===== src/hw/rtl/swtl_pkg.sv =====
// Shared types and fixed field widths of the sliding-window throughput limiter.
`default_nettype none
package swtl_pkg;

	localparam int TIME_W = 32;
	localparam int LEN_W  = 16;
	localparam int RATE_W = 32;

	// Length of the bucket window in seconds; a power of two, so the average is a shift.
	localparam int WINDOW_SECONDS = 8;

	typedef enum logic [2:0] {
		ST_INIT,
		ST_IDLE,
		ST_SWEEP,
		ST_DIV,
		ST_FINISH
	} state_t;

	typedef struct packed {
		logic start;
		logic busy;
	} div_ctl_t;

endpackage
`default_nettype wire


===== src/hw/rtl/swtl_ram.sv =====
// Generic single-write, single-read RAM with a registered read port.
`default_nettype none
module swtl_ram #(
	parameter int WIDTH = 32,
	parameter int DEPTH = 8,
	localparam int AW = (DEPTH > 1) ? $clog2(DEPTH) : 1
) (
	input  wire logic             clk,
	input  wire logic             we,
	input  wire logic [AW-1:0]    waddr,
	input  wire logic [WIDTH-1:0] wdata,
	input  wire logic             re,
	input  wire logic [AW-1:0]    raddr,
	output logic      [WIDTH-1:0] rdata
);

	logic [WIDTH-1:0] mem_q [DEPTH];
	logic [WIDTH-1:0] rdata_q;

	always_ff @(posedge clk) begin
		if (we) begin
			mem_q[waddr] <= wdata;
		end
		if (re) begin
			rdata_q <= mem_q[raddr];
		end
	end

	assign rdata = rdata_q;

endmodule
`default_nettype wire


===== src/hw/rtl/swtl_div.sv =====
// Divider by a fixed power-of-two divisor, quotient registered on start.
`default_nettype none
module swtl_div
	import swtl_pkg::*;
#(
	parameter int DW      = 35,
	parameter int DIVISOR = 8,
	localparam int SHIFT = $clog2(DIVISOR)
) (
	input  wire logic          clk,
	input  wire logic          arst_n,
	input  wire logic          start,
	input  wire logic [DW-1:0] dividend,
	output div_ctl_t           ctl,
	output logic      [DW-1:0] quotient
);

	logic [DW-1:0] quot_q;

	// shift the dividend down by the divisor's exponent
	always_ff @(posedge clk or negedge arst_n) begin
		if (!arst_n) begin
			quot_q <= '0;
		end else if (start) begin
			quot_q <= dividend >> SHIFT;
		end
	end

	// busy only while the quotient register loads
	assign ctl.start = start;
	assign ctl.busy  = start;
	assign quotient  = quot_q;

endmodule
`default_nettype wire


===== src/hw/rtl/sliding_window_throughput_limiter.sv =====
// Top level of the sliding-window throughput limiter: control, bucket RAM and divider.
//
//  channel | dir | handshake          | contents (lowest bit first)
//  --------+-----+--------------------+------------------------------------------------
//  s_*     | in  | s_tvalid/s_tready  | now_seconds[31:0], data_length, extra_length
//  m_*     | out | m_tvalid/m_tready  | granted, average_rate[31:0], zero pad
//  cfg_*   | in  | cfg_we             | max_rate[31:0]
//
//  After reset the bucket RAM is swept to zero with s_tready low.
//  A packet runs a bucket sweep, zeroing the buckets that dropped off through the RAM
//  write port and reading the rest through the single read port, then a divide state
//  and a finish state; the average is a shift by the window length.
//  A packet with max_rate zero skips the sweep and divide and touches no state.
//  One packet is in flight at a time; a finished result waits in the output
//  register while the next transaction is taken, and a stalled m side holds the
//  last stage only.
`default_nettype none
module sliding_window_throughput_limiter
	import swtl_pkg::*;
#(
	parameter int HEADER_BYTES   = 12
) (
	input  wire logic        clk,
	input  wire logic        arst_n,
	input  wire logic        s_tvalid,
	output logic             s_tready,
	input  wire logic [63:0] s_tdata,   // now_seconds[31:0], data_length[47:32], extra_length[63:48]
	output logic             m_tvalid,
	input  wire logic        m_tready,
	output logic      [39:0] m_tdata,   // granted[0], average_rate[32:1], zero[39:33]
	input  wire logic        cfg_we,
	input  wire logic [31:0] cfg_wdata
);

	localparam int AW    = (WINDOW_SECONDS > 1) ? $clog2(WINDOW_SECONDS) : 1;
	localparam int CW    = $clog2(WINDOW_SECONDS + 1);
	localparam int SUM_W = RATE_W + $clog2(WINDOW_SECONDS);
	localparam int PKT_W = LEN_W + 2;

	state_t state_q, state_d;

	logic [RATE_W-1:0] max_rate_q;
	logic [TIME_W-1:0] base_q;
	logic [AW-1:0]     head_q;
	logic [AW-1:0]     addr_q;
	logic [CW-1:0]     cnt_q;
	logic [CW-1:0]     zero_cnt_q;
	logic              bypass_q;
	logic [PKT_W-1:0]  pkt_len_q;
	logic [RATE_W-1:0] b0_q;
	logic [SUM_W-1:0]  acc_q;
	logic [RATE_W-1:0] avg_q;
	logic              rd_pend_s1;
	logic              first_s1;
	logic              out_granted_q;
	logic [RATE_W-1:0] out_avg_q;
	logic              m_valid_q;

	logic              s_acc;
	logic              out_free;
	logic [TIME_W-1:0] in_now;
	logic [TIME_W-1:0] diff;
	logic              ahead;
	logic              far;
	logic [CW-1:0]     shift_k;
	logic [AW+1:0]     head_tmp;
	logic [AW-1:0]     head_new;
	logic [AW-1:0]     addr_inc;
	logic [SUM_W-1:0]  acc_next;
	logic              grant;
	logic [RATE_W:0]   b0_add;
	logic [RATE_W-1:0] b0_sat;

	logic              ram_we;
	logic [AW-1:0]     ram_waddr;
	logic [RATE_W-1:0] ram_wdata;
	logic              ram_re;
	logic [RATE_W-1:0] ram_rdata;

	div_ctl_t          div_ctl;
	logic              div_start;
	logic [SUM_W-1:0]  div_quot;

	swtl_ram #(.WIDTH(RATE_W), .DEPTH(WINDOW_SECONDS)) u_buckets (
		.clk   (clk),
		.we    (ram_we),
		.waddr (ram_waddr),
		.wdata (ram_wdata),
		.re    (ram_re),
		.raddr (addr_q),
		.rdata (ram_rdata)
	);

	swtl_div #(.DW(SUM_W), .DIVISOR(WINDOW_SECONDS)) u_div (
		.clk      (clk),
		.arst_n   (arst_n),
		.start    (div_start),
		.dividend (acc_next),
		.ctl      (div_ctl),
		.quotient (div_quot)
	);

	assign s_acc    = s_tvalid && s_tready;
	assign out_free = !m_valid_q || m_tready;
	assign in_now   = s_tdata[TIME_W-1:0];

	// Window advance: how far time moved, and where bucket 0 lands in the ring
	always_comb begin
		ahead    = (in_now > base_q);
		diff     = in_now - base_q;
		far      = (diff > TIME_W'(WINDOW_SECONDS));
		if (!ahead) begin
			shift_k = '0;
		end else if (far) begin
			shift_k = CW'(WINDOW_SECONDS);
		end else begin
			shift_k = diff[CW-1:0];
		end
		// step the head back by shift_k places, modulo the window
		head_tmp = {2'b00, head_q} + (AW+2)'(WINDOW_SECONDS) - (AW+2)'(shift_k);
		if (head_tmp >= (AW+2)'(WINDOW_SECONDS)) begin
			head_tmp = head_tmp - (AW+2)'(WINDOW_SECONDS);
		end
		head_new = head_tmp[AW-1:0];
	end

	assign addr_inc = (addr_q == AW'(WINDOW_SECONDS - 1)) ? '0 : addr_q + 1'b1;
	assign acc_next = rd_pend_s1 ? acc_q + SUM_W'(ram_rdata) : acc_q;

	// Grant test and the saturating add into the newest bucket
	always_comb begin
		grant  = (avg_q <= max_rate_q);
		b0_add = {1'b0, b0_q} + (RATE_W+1)'(pkt_len_q);
		b0_sat = b0_add[RATE_W] ? '1 : b0_add[RATE_W-1:0];
	end

	always_comb begin
		state_d   = state_q;
		s_tready  = 1'b0;
		ram_we    = 1'b0;
		ram_waddr = addr_q;
		ram_wdata = '0;
		ram_re    = 1'b0;
		div_start = 1'b0;
		unique case (state_q)
			ST_INIT: begin
				// zero the ring one entry a cycle
				ram_we = 1'b1;
				if (cnt_q == CW'(WINDOW_SECONDS - 1)) begin
					state_d = ST_IDLE;
				end
			end
			ST_IDLE: begin
				s_tready = 1'b1;
				if (s_acc) begin
					state_d = (max_rate_q == '0) ? ST_FINISH : ST_SWEEP;
				end
			end
			ST_SWEEP: begin
				if (cnt_q == CW'(WINDOW_SECONDS)) begin
					div_start = 1'b1;
					state_d   = ST_DIV;
				end else if (cnt_q < zero_cnt_q) begin
					ram_we = 1'b1;
				end else begin
					ram_re = 1'b1;
				end
			end
			ST_DIV: begin
				if (!div_ctl.busy) begin
					state_d = ST_FINISH;
				end
			end
			ST_FINISH: begin
				if (out_free) begin
					state_d = ST_IDLE;
					if (!bypass_q && grant) begin
						ram_we    = 1'b1;
						ram_waddr = head_q;
						ram_wdata = b0_sat;
					end
				end
			end
			default: state_d = ST_IDLE;
		endcase
	end

	always_ff @(posedge clk or negedge arst_n) begin
		if (!arst_n) begin
			state_q    <= ST_INIT;
			max_rate_q <= '0;
			base_q     <= '0;
			head_q     <= '0;
			addr_q     <= '0;
			cnt_q      <= '0;
			zero_cnt_q <= '0;
			bypass_q   <= 1'b0;
			rd_pend_s1 <= 1'b0;
			first_s1   <= 1'b0;
			m_valid_q  <= 1'b0;
		end else begin
			state_q    <= state_d;
			rd_pend_s1 <= ram_re;
			first_s1   <= ram_re && (cnt_q == '0);
			if (cfg_we) begin
				max_rate_q <= cfg_wdata;
			end
			// raise valid as the result is loaded, drop it once taken
			if (state_q == ST_FINISH && out_free) begin
				m_valid_q <= 1'b1;
			end else if (m_valid_q && m_tready) begin
				m_valid_q <= 1'b0;
			end
			unique case (state_q)
				ST_INIT: begin
					addr_q <= addr_inc;
					cnt_q  <= cnt_q + 1'b1;
				end
				ST_IDLE: begin
					if (s_acc) begin
						bypass_q <= (max_rate_q == '0);
						cnt_q    <= '0;
						if (max_rate_q != '0) begin
							// advance the window now; the sweep zeroes what dropped off
							zero_cnt_q <= shift_k;
							head_q     <= head_new;
							addr_q     <= head_new;
							if (ahead) begin
								base_q <= in_now;
							end
						end
					end
				end
				ST_SWEEP: begin
					if (cnt_q != CW'(WINDOW_SECONDS)) begin
						addr_q <= addr_inc;
						cnt_q  <= cnt_q + 1'b1;
					end
				end
				default: ;
			endcase
		end
	end

	// Payload registers: no reset needed
	always_ff @(posedge clk) begin
		if (s_acc) begin
			pkt_len_q <= PKT_W'(s_tdata[47:32]) + PKT_W'(s_tdata[63:48])
				+ PKT_W'(HEADER_BYTES);
			b0_q      <= '0;
			acc_q     <= '0;
		end else begin
			acc_q <= acc_next;
			if (first_s1) begin
				b0_q <= ram_rdata;
			end
		end
		if (state_q == ST_DIV && !div_ctl.busy) begin
			avg_q <= div_quot[RATE_W-1:0];
		end
		if (state_q == ST_FINISH && out_free) begin
			out_granted_q <= bypass_q || grant;
			out_avg_q     <= bypass_q ? '0 : avg_q;
		end
	end

	assign m_tvalid = m_valid_q;
	assign m_tdata  = {7'b0, out_avg_q, out_granted_q};

endmodule
`default_nettype wire


===== config.mk =====
export PLATFORM = sky130hd
export DESIGN_NAME = sliding_window_throughput_limiter
export DESIGN_NICKNAME = d
export VERILOG_FILES = /design/src/hw/rtl/swtl_pkg.sv /design/src/hw/rtl/swtl_ram.sv /design/src/hw/rtl/swtl_div.sv /design/src/hw/rtl/sliding_window_throughput_limiter.sv
export SDC_FILE = /design/constraint.sdc
export NUM_CORES = 1
export LEC_CHECK = 0
export BUFFER_PORTS_ARGS = -buffer_cell sky130_fd_sc_hd__buf_2
export CAP_MARGIN = 10
export CORE_MARGIN = 5
export CORE_UTILIZATION = 40
export CTS_CLUSTER_SIZE = 10
export DETAILED_ROUTE_END_ITERATION = 10
export PLACE_DENSITY_LB_ADDON = 0.05
export SYNTH_ARGS = -nofsm -noshare
export SYNTH_HDL_FRONTEND = slang
export SYNTH_SLANG_ARGS = --single-unit

===== constraint.sdc =====
create_clock -name clk -period 7.2 [get_ports clk]
set_input_delay 0.72 -clock clk [delete_from_list [all_inputs] [get_ports clk]]
set_output_delay 0.72 -clock clk [all_outputs]
set_load 0.02 [all_outputs]

Word level (Yosys, flattened, before mapping) --
Memories as Yosys holds them, arrays and structs flattened. A register that Yosys moved wholly into a read port is not among the register bits. Cells that the tools add are included.
Operators by class: $add $sub $neg 10, order comparisons 5, equality and inequality tests 15, multiplexer cells 41, reduce and logical (&&, ||, !) cells 23
Operators by type and width (count):
- $mux 32 | 4
- $mux 3 | 14
- $add 35x32->35 | 1
- $mux 35 | 1
- $add 32x18->33 | 1
- $gt 32x32->1 | 1
- $gt 32x4->1 const B | 1
- $le 32x32->1 | 1
- $logic_not 32->1 | 1
- $reduce_bool 32->1 | 1
- $sub 32x32->32 | 1
- $add 17x4->18 const B | 1
- $add 16x16->17 | 1
- $mux 4 | 4
- $pmux 3 s5 | 1
- $mux 1 | 14
- $ne 2x2->1 const B | 7
- $pmux 4 s3 | 1
- $pmux 3 s3 | 1
- $reduce_and 4->1 | 2
- $eq 3x2->1 const B | 2
- $eq 3x3->1 const B | 2
- $logic_and 1x1->1 | 6
- $reduce_and 3->1 | 2
- 20 further kinds | 23
Word-level totals: flip-flop bits (word level) 267, RAM bits 256, logic and storage cells 114, memories kept 1
Memory list:
- u_buckets.mem_q | depth 8, bits a word 32, rd ports 1, clocked after Yosys merged registers in 1, wr ports 1, RTL line swtl_ram.sv:17 | logic [WIDTH-1:0] mem_q [DEPTH];

Longest topological paths before layout --
depth in word-level cells 10, depth in mapped cells 19, depth with buffers taken out 19

Modules after synthesis --
From an unflattened synthesis, not the netlist that was laid out.
Unflattened totals: cells, all modules 2160, area total of the unflattened synthesis 27626.5 µm²
Modules (own cells, without submodules):
- sliding_window_throughput_limiter | instances 1, cells each 1671, area each 15453.6 µm², seq. area each 5960.7 µm²
- swtl_ram | instances 1, cells each 415, area each 10786.6 µm², seq. area each 8648.3 µm²
- swtl_div | instances 1, cells each 74, area each 1386.3 µm², seq. area each 800.8 µm²

Worst setup path before layout --
No wires, ideal clock.
path kind register to register, start reg max_rate_q[13], end mem u_buckets.mem_q[2][0] (enable), arrival time 4.793 ns, data required time 6.728 ns, path slack 1.935 ns, cell stages (with the launch flop) 14, path buffers 1, path through dfrtp_1 > inv_1 > ha_1 > a21o_1 > a21o_1 > a21oi_1 > o21ai_0 > a221oi_1 > nor2_1 > a211oi_1 > o21ai_0 > a31o_2 > clkbuf_1 > o32ai_1
On the way: longest elaborated chain between the ends 7
Ends and longest elaborated chain:
- start, declared | RTL line sliding_window_throughput_limiter.sv:42 | logic [RATE_W-1:0] max_rate_q;
- start signal, assigned | RTL line sliding_window_throughput_limiter.sv:206 | max_rate_q <= cfg_wdata;
- $le 32x32->1 * | RTL line sliding_window_throughput_limiter.sv:132 | grant = (avg_q <= max_rate_q);
- $logic_and 1x1->1 * | RTL line sliding_window_throughput_limiter.sv:177 | if (!bypass_q && grant) begin
- $mux 1 | RTL line sliding_window_throughput_limiter.sv:177
- $mux 1 | RTL line sliding_window_throughput_limiter.sv:175 | if (out_free) begin
- $pmux 1 s3 | RTL line sliding_window_throughput_limiter.sv:145 | unique case (state_q)
- $mux 1 | RTL line swtl_ram.sv:21 | if (we) begin
- $mux 1 (not written as such) | RTL line swtl_ram.sv:22 | mem_q[waddr] <= wdata;
- end, declared | RTL line swtl_ram.sv:17
Mark *: on every way between the ends. The rest lies on a longest branch, timed or not.

Worst setup path after layout --
start reg base_q[0], end reg addr_q[1]
On the way: longest elaborated chain between the ends 10
Ends and longest elaborated chain:
- start, declared | RTL line sliding_window_throughput_limiter.sv:43 | logic [TIME_W-1:0] base_q;
- start signal, assigned | RTL line sliding_window_throughput_limiter.sv:229 | base_q <= in_now;
- $sub 32x32->32 | RTL line sliding_window_throughput_limiter.sv:110 | diff = in_now - base_q;
- $gt 32x4->1 | RTL line sliding_window_throughput_limiter.sv:111 | far = (diff > TIME_W'(WINDOW_SECONDS));
- $mux 4 | RTL line sliding_window_throughput_limiter.sv:114 | end else if (far) begin
- $mux 4 * | RTL line sliding_window_throughput_limiter.sv:112 | if (!ahead) begin
- named net shift_k[0] | RTL line sliding_window_throughput_limiter.sv:65 | logic [CW-1:0] shift_k;
- $sub 5x4->5 * | RTL line sliding_window_throughput_limiter.sv:120 | head_tmp = {2'b00, head_q} + (AW+2)'(WINDOW_SECONDS) - (AW+2)'(shift_k);
- $ge 5x4->1 / $sub 3x1->3 (equally long branches) | RTL line sliding_window_throughput_limiter.sv:121, sliding_window_throughput_limiter.sv:122
- $mux 3 * | RTL line sliding_window_throughput_limiter.sv:121 | if (head_tmp >= (AW+2)'(WINDOW_SECONDS)) begin
- $mux 3 * | RTL line sliding_window_throughput_limiter.sv:223 | if (max_rate_q != '0) begin
- $mux 3 * | RTL line sliding_window_throughput_limiter.sv:220 | if (s_acc) begin
- $pmux 3 s3 * | RTL line sliding_window_throughput_limiter.sv:214 | unique case (state_q)
- end signal, assigned | RTL line sliding_window_throughput_limiter.sv:216 | addr_q <= addr_inc;
- end signal, assigned | RTL line sliding_window_throughput_limiter.sv:227 | addr_q <= head_new;
- end signal, assigned | RTL line sliding_window_throughput_limiter.sv:236 | addr_q <= addr_inc;
- end, declared | RTL line sliding_window_throughput_limiter.sv:45 | logic [AW-1:0] addr_q;
The timed path passes the listed nets; every way through them passes the cells marked *. The select of a mux whose other input is x is not followed. A chain may end at the register's enable or synchronous reset.

==> results.py <==
metrics = {
    "floorplanning": {
        "die_w_um": 270.7,
        "initial_utilization_pct": 40.41,
        "placementRows": 95,
        "placeableCoreArea_um2": 67280,
        "floorplan.die.height_um": 270.7,
        "floorplan.die_area_um2": 73290,
        "io_count": 143,
    },
    "synthesis": {
        "dominantRegCellSynth": "edfxtp_1",
        "async_sr_flop_fraction_pct": 21.08,
        "post_synth_main_area_contributors": "edfxtp_1 41%, dfrtp_1 11%, ha_1 7.0%",
        "seq_area_frac_synth_pct": 56.68,
        "synth.avg_cell_area_um2": 12.54,
        "synthCells": 2169,
        "synth_seq_cells": 555,
        "yosysWarningCount": 0,
        "yosys.area.top_type": "edfxtp_1",
        "number_of_enable_flip_flop_cells_after_synthesis": 371,
        "post_synth_num_cell_types": 89,
        "netlist_area_um2": 27190,
        "yosysTopAreaCellShare_pct": 40.98,
    },
    "detailed_routing": {
        "routed_wirelength_um": 66390,
        "post_drt_via_cell_ratio": 5.364,
        "drt.antenna.violating_nets": 0,
        "via_count": 17360,
        "drcViolationCount": 0,
        "number_of_violations_reported_at_the_end_of_detailed_routing_iteration_0": 1173,
        "detail_route.first_pass.iterations": 5,
        "drt_wl_cell_um": 20.51,
    },
    "layout": {
        "layout_commonest_cell": "edfxtp_1",
        "syn2layout_area_growth_pct": 14.03,
        "layout.core_utilization_pct": 46.08,
        "drive_gt1_share_pct": 17.56,
        "layout_common_cells": "371 x edfxtp_1, 163 x nand2_1, 153 x ha_1, 145 x nor2_1, 134 x buf_2",
        "nets_finish": 2567,
        "fin_cells": 3236,
        "final_design_area_no_fill_um2": 31000,
        "fill_cells": 6147,
        "antenna_cells": 0,
    },
    "timing": {
        "final-max-slew-violation-count": 0,
        "finalHoldViolCount": 0,
        "worst_pin_slew_ns": 1.141,
        "postLayoutSetupSlackWorst_ns": 2.431,
        "grt_setup_unrepaired": "false",
        "maxClockFrequency_mhz": 209.7,
        "final-setup-viol-count": 0,
        "fin_skew_ns": 0.03492,
        "totalNegativeSetupSlack_ns": 0,
        "final_period_minus_worst_setup_slack_ns": 4.769,
        "final_min_period_over_clock_period_pct": 66.24,
        "timing.slew.headroom_pct": 23.92,
    },
    "power_and_ir_drop": {
        "ir_drop_mv": 0.2092,
        "power_density_nw_per_um2": 405.2,
        "power.static_leakage_nw": 12.25,
    },
    "placed_design": {
        "placement.io_buffers": 135,
        "detailedPlacementHpwl_um": 43950,
        "gp_congestion": 0.8348,
        "detailed_place.area_um2": 28900,
        "preCtsSetupSlack_ns": 1.983,
        "placed_cells_incl_taps": 3111,
    },
    "grt": {
        "wire_length_of_the_first_global_routing_pass_um": 103800,
        "grt_pass1_vias": 17840,
        "initial_antenna_violation_count": 0,
        "grt_util_all_layers_pct": 17.92,
        "grt_max_degree": 77,
        "overflow": 0,
    },
    "clock_network": {
        "cts_htree_levels": 3,
        "clock_tree_from_tritoncts": "yes",
        "cts.clk_slew.worst_paths_ns": 0.06,
        "numCtsBuffers": 68,
        "clkLatencyLatePin_ns": 0.62,
        "cts_hold_repair.buffers": 0,
        "clock-root-buffer": "clkbuf_16",
        "cts_sinks": 555,
        "cts.repair_timing.setup_buffer_count": 0,
        "clock_tree.buffer_depth": 3,
        "post_cts_resized": 0,
    },
    "worst_setup_path": {
        "setup.worst_path.start_class": "flip-flop",
        "worst_ep_arrival_time_ns": 5.30,
        "endpoint_kind": "flip-flop",
        "worst-endpoint-required_ns": 7.73,
        "critical_path.cell_chain": "ha_1, fa_1, nand2b_1, o2bb2ai_1, o221ai_2, a221o_1, a21oi_1, a2111oi_0, nand4_1, nor4_2, nand3_1, nor2_1, ha_1, fa_1, o311ai_0, o21a_1",
        "timing.critical_path.fanout_max": 4,
        "critical-path-max-stage-delay_ns": 0.48,
        "worstSetupPathType": "flip-flop to flip-flop",
        "crit_path_top_delay_cell": "nor4_2",
    },
    "run_status": {
        "run_status": "finished, final reports clean",
    },
    "run": {
        "maxCapViolations": 0,
    },
    "worst_hold_path": {
        "hold_class": "input port to async pin",
    },
}
-- area by class of cell --
type	instances	area [µm²]	share of cell area [%]
clock buffers	114	1936	6.243
repair buffers	156	835.8	2.696
inverters	122	457.9	1.477
clock inverters	11	167.7	0.5408
flip-flops and latches	555	15420	49.73
multi-input cells	1405	11100	35.79
well taps	873	1092	3.523
-- state kept, by name, summed over array words and instances (netlist names), 4 cells and up --
name / flops
acc_q: 35
zero_cnt_q: 4
max_rate_q: 32
u_div.quotient: 32
base_q: 32
avg_q: 32
out_avg_q: 32
b0_q: 32
pkt_len_q: 18
u_buckets.rdata: 32
cnt_q: 4
u_buckets.mem_q: 256
-- synth_stat cells, drive strengths merged, types with 59 or more instances --
master  instances
mux2           72
inv           122
mux2i          59
dfxtp          67
clkbuf         68
ha            153
mux4           64
nand2         163
dfrtp         117
o21ai         120
nor2          147
a21oi         127
edfxtp        371
-- worst max-delay path, delay by kind of cell (launching register included) --
kind | cells | cell delay, ns
AOI/OAI and AO/OA | 7 | 1.87
adders and majority gates | 4 | 1.22
and+or+nand+nor | 5 | 1.22
DFF | 1 | 0.38
-- cells by family (layout without fill, tap and decap cells) --
| group | after synthesis | count (layout) | share of synthesized area [%] |
|---|---|---|---|
| flops | 555 | 555 | 56.68 |
| fa+ha+maj | 158 | 158 | 7.409 |
| simple gates | 512 | 512 | 8.932 |
| compound gates | 458 | 458 | 10.84 |
| mux | 195 | 195 | 10.46 |
| xor+xnor | 75 | 75 | 2.467 |
| other cells | 1 | 7 | 0.01379 |
| buf+inv | 215 | 403 | 3.203 |
-- through the flow --
stage               total power (W)  hold slack (ns)
floorplan                  0.008125           0.4211
global placement           0.009393           0.4341
detailed placement         0.009456           0.4384
CTS                         0.01274           0.2423
global route                0.01344           0.2957
finish                      0.01256           0.2344
-- power by group --
group / switching (W) / internal [W]
Combinational: 0.00262 / 0.00195
Sequential: 0.000468 / 0.00433
Clock: 0.00135 / 0.00186
Total: 0.00443 / 0.00813
-- path summary, 6_finish.rpt --
kind / from / endpoint / slack [ns] / cells past startpoint
hold reg to reg: u_div.quotient[12] / avg_q[12] / 0.45 / 0
setup reg to reg: base_q[0] / addr_q[1] / 2.43 / 16
setup / recovery: base_q[0] / addr_q[1] / 2.43 / 16
max in group asynchronous: arst_n / addr_q[0] / 5.61 / 2
hold / removal: arst_n / base_q[21] / 0.23 / 1
min in group clk: cfg_wdata[16] / max_rate_q[16] / 0.32 / 3
-- layer usage --
| metal | vias up | track usage, % | share of wire (%) |
|---|---|---|---|
| li1 | 8345 | - | - |
| met1 | 8598 | 25.11 | 47 |
| met2 | 332 | 29.02 | 46 |
| met3 | 84 | 2.880 | 4.1 |
| met4 | 0 | 5.203 | 2.2 |
| met5 | - | 0 | 0 |
(Power assumes the default switching activity.)
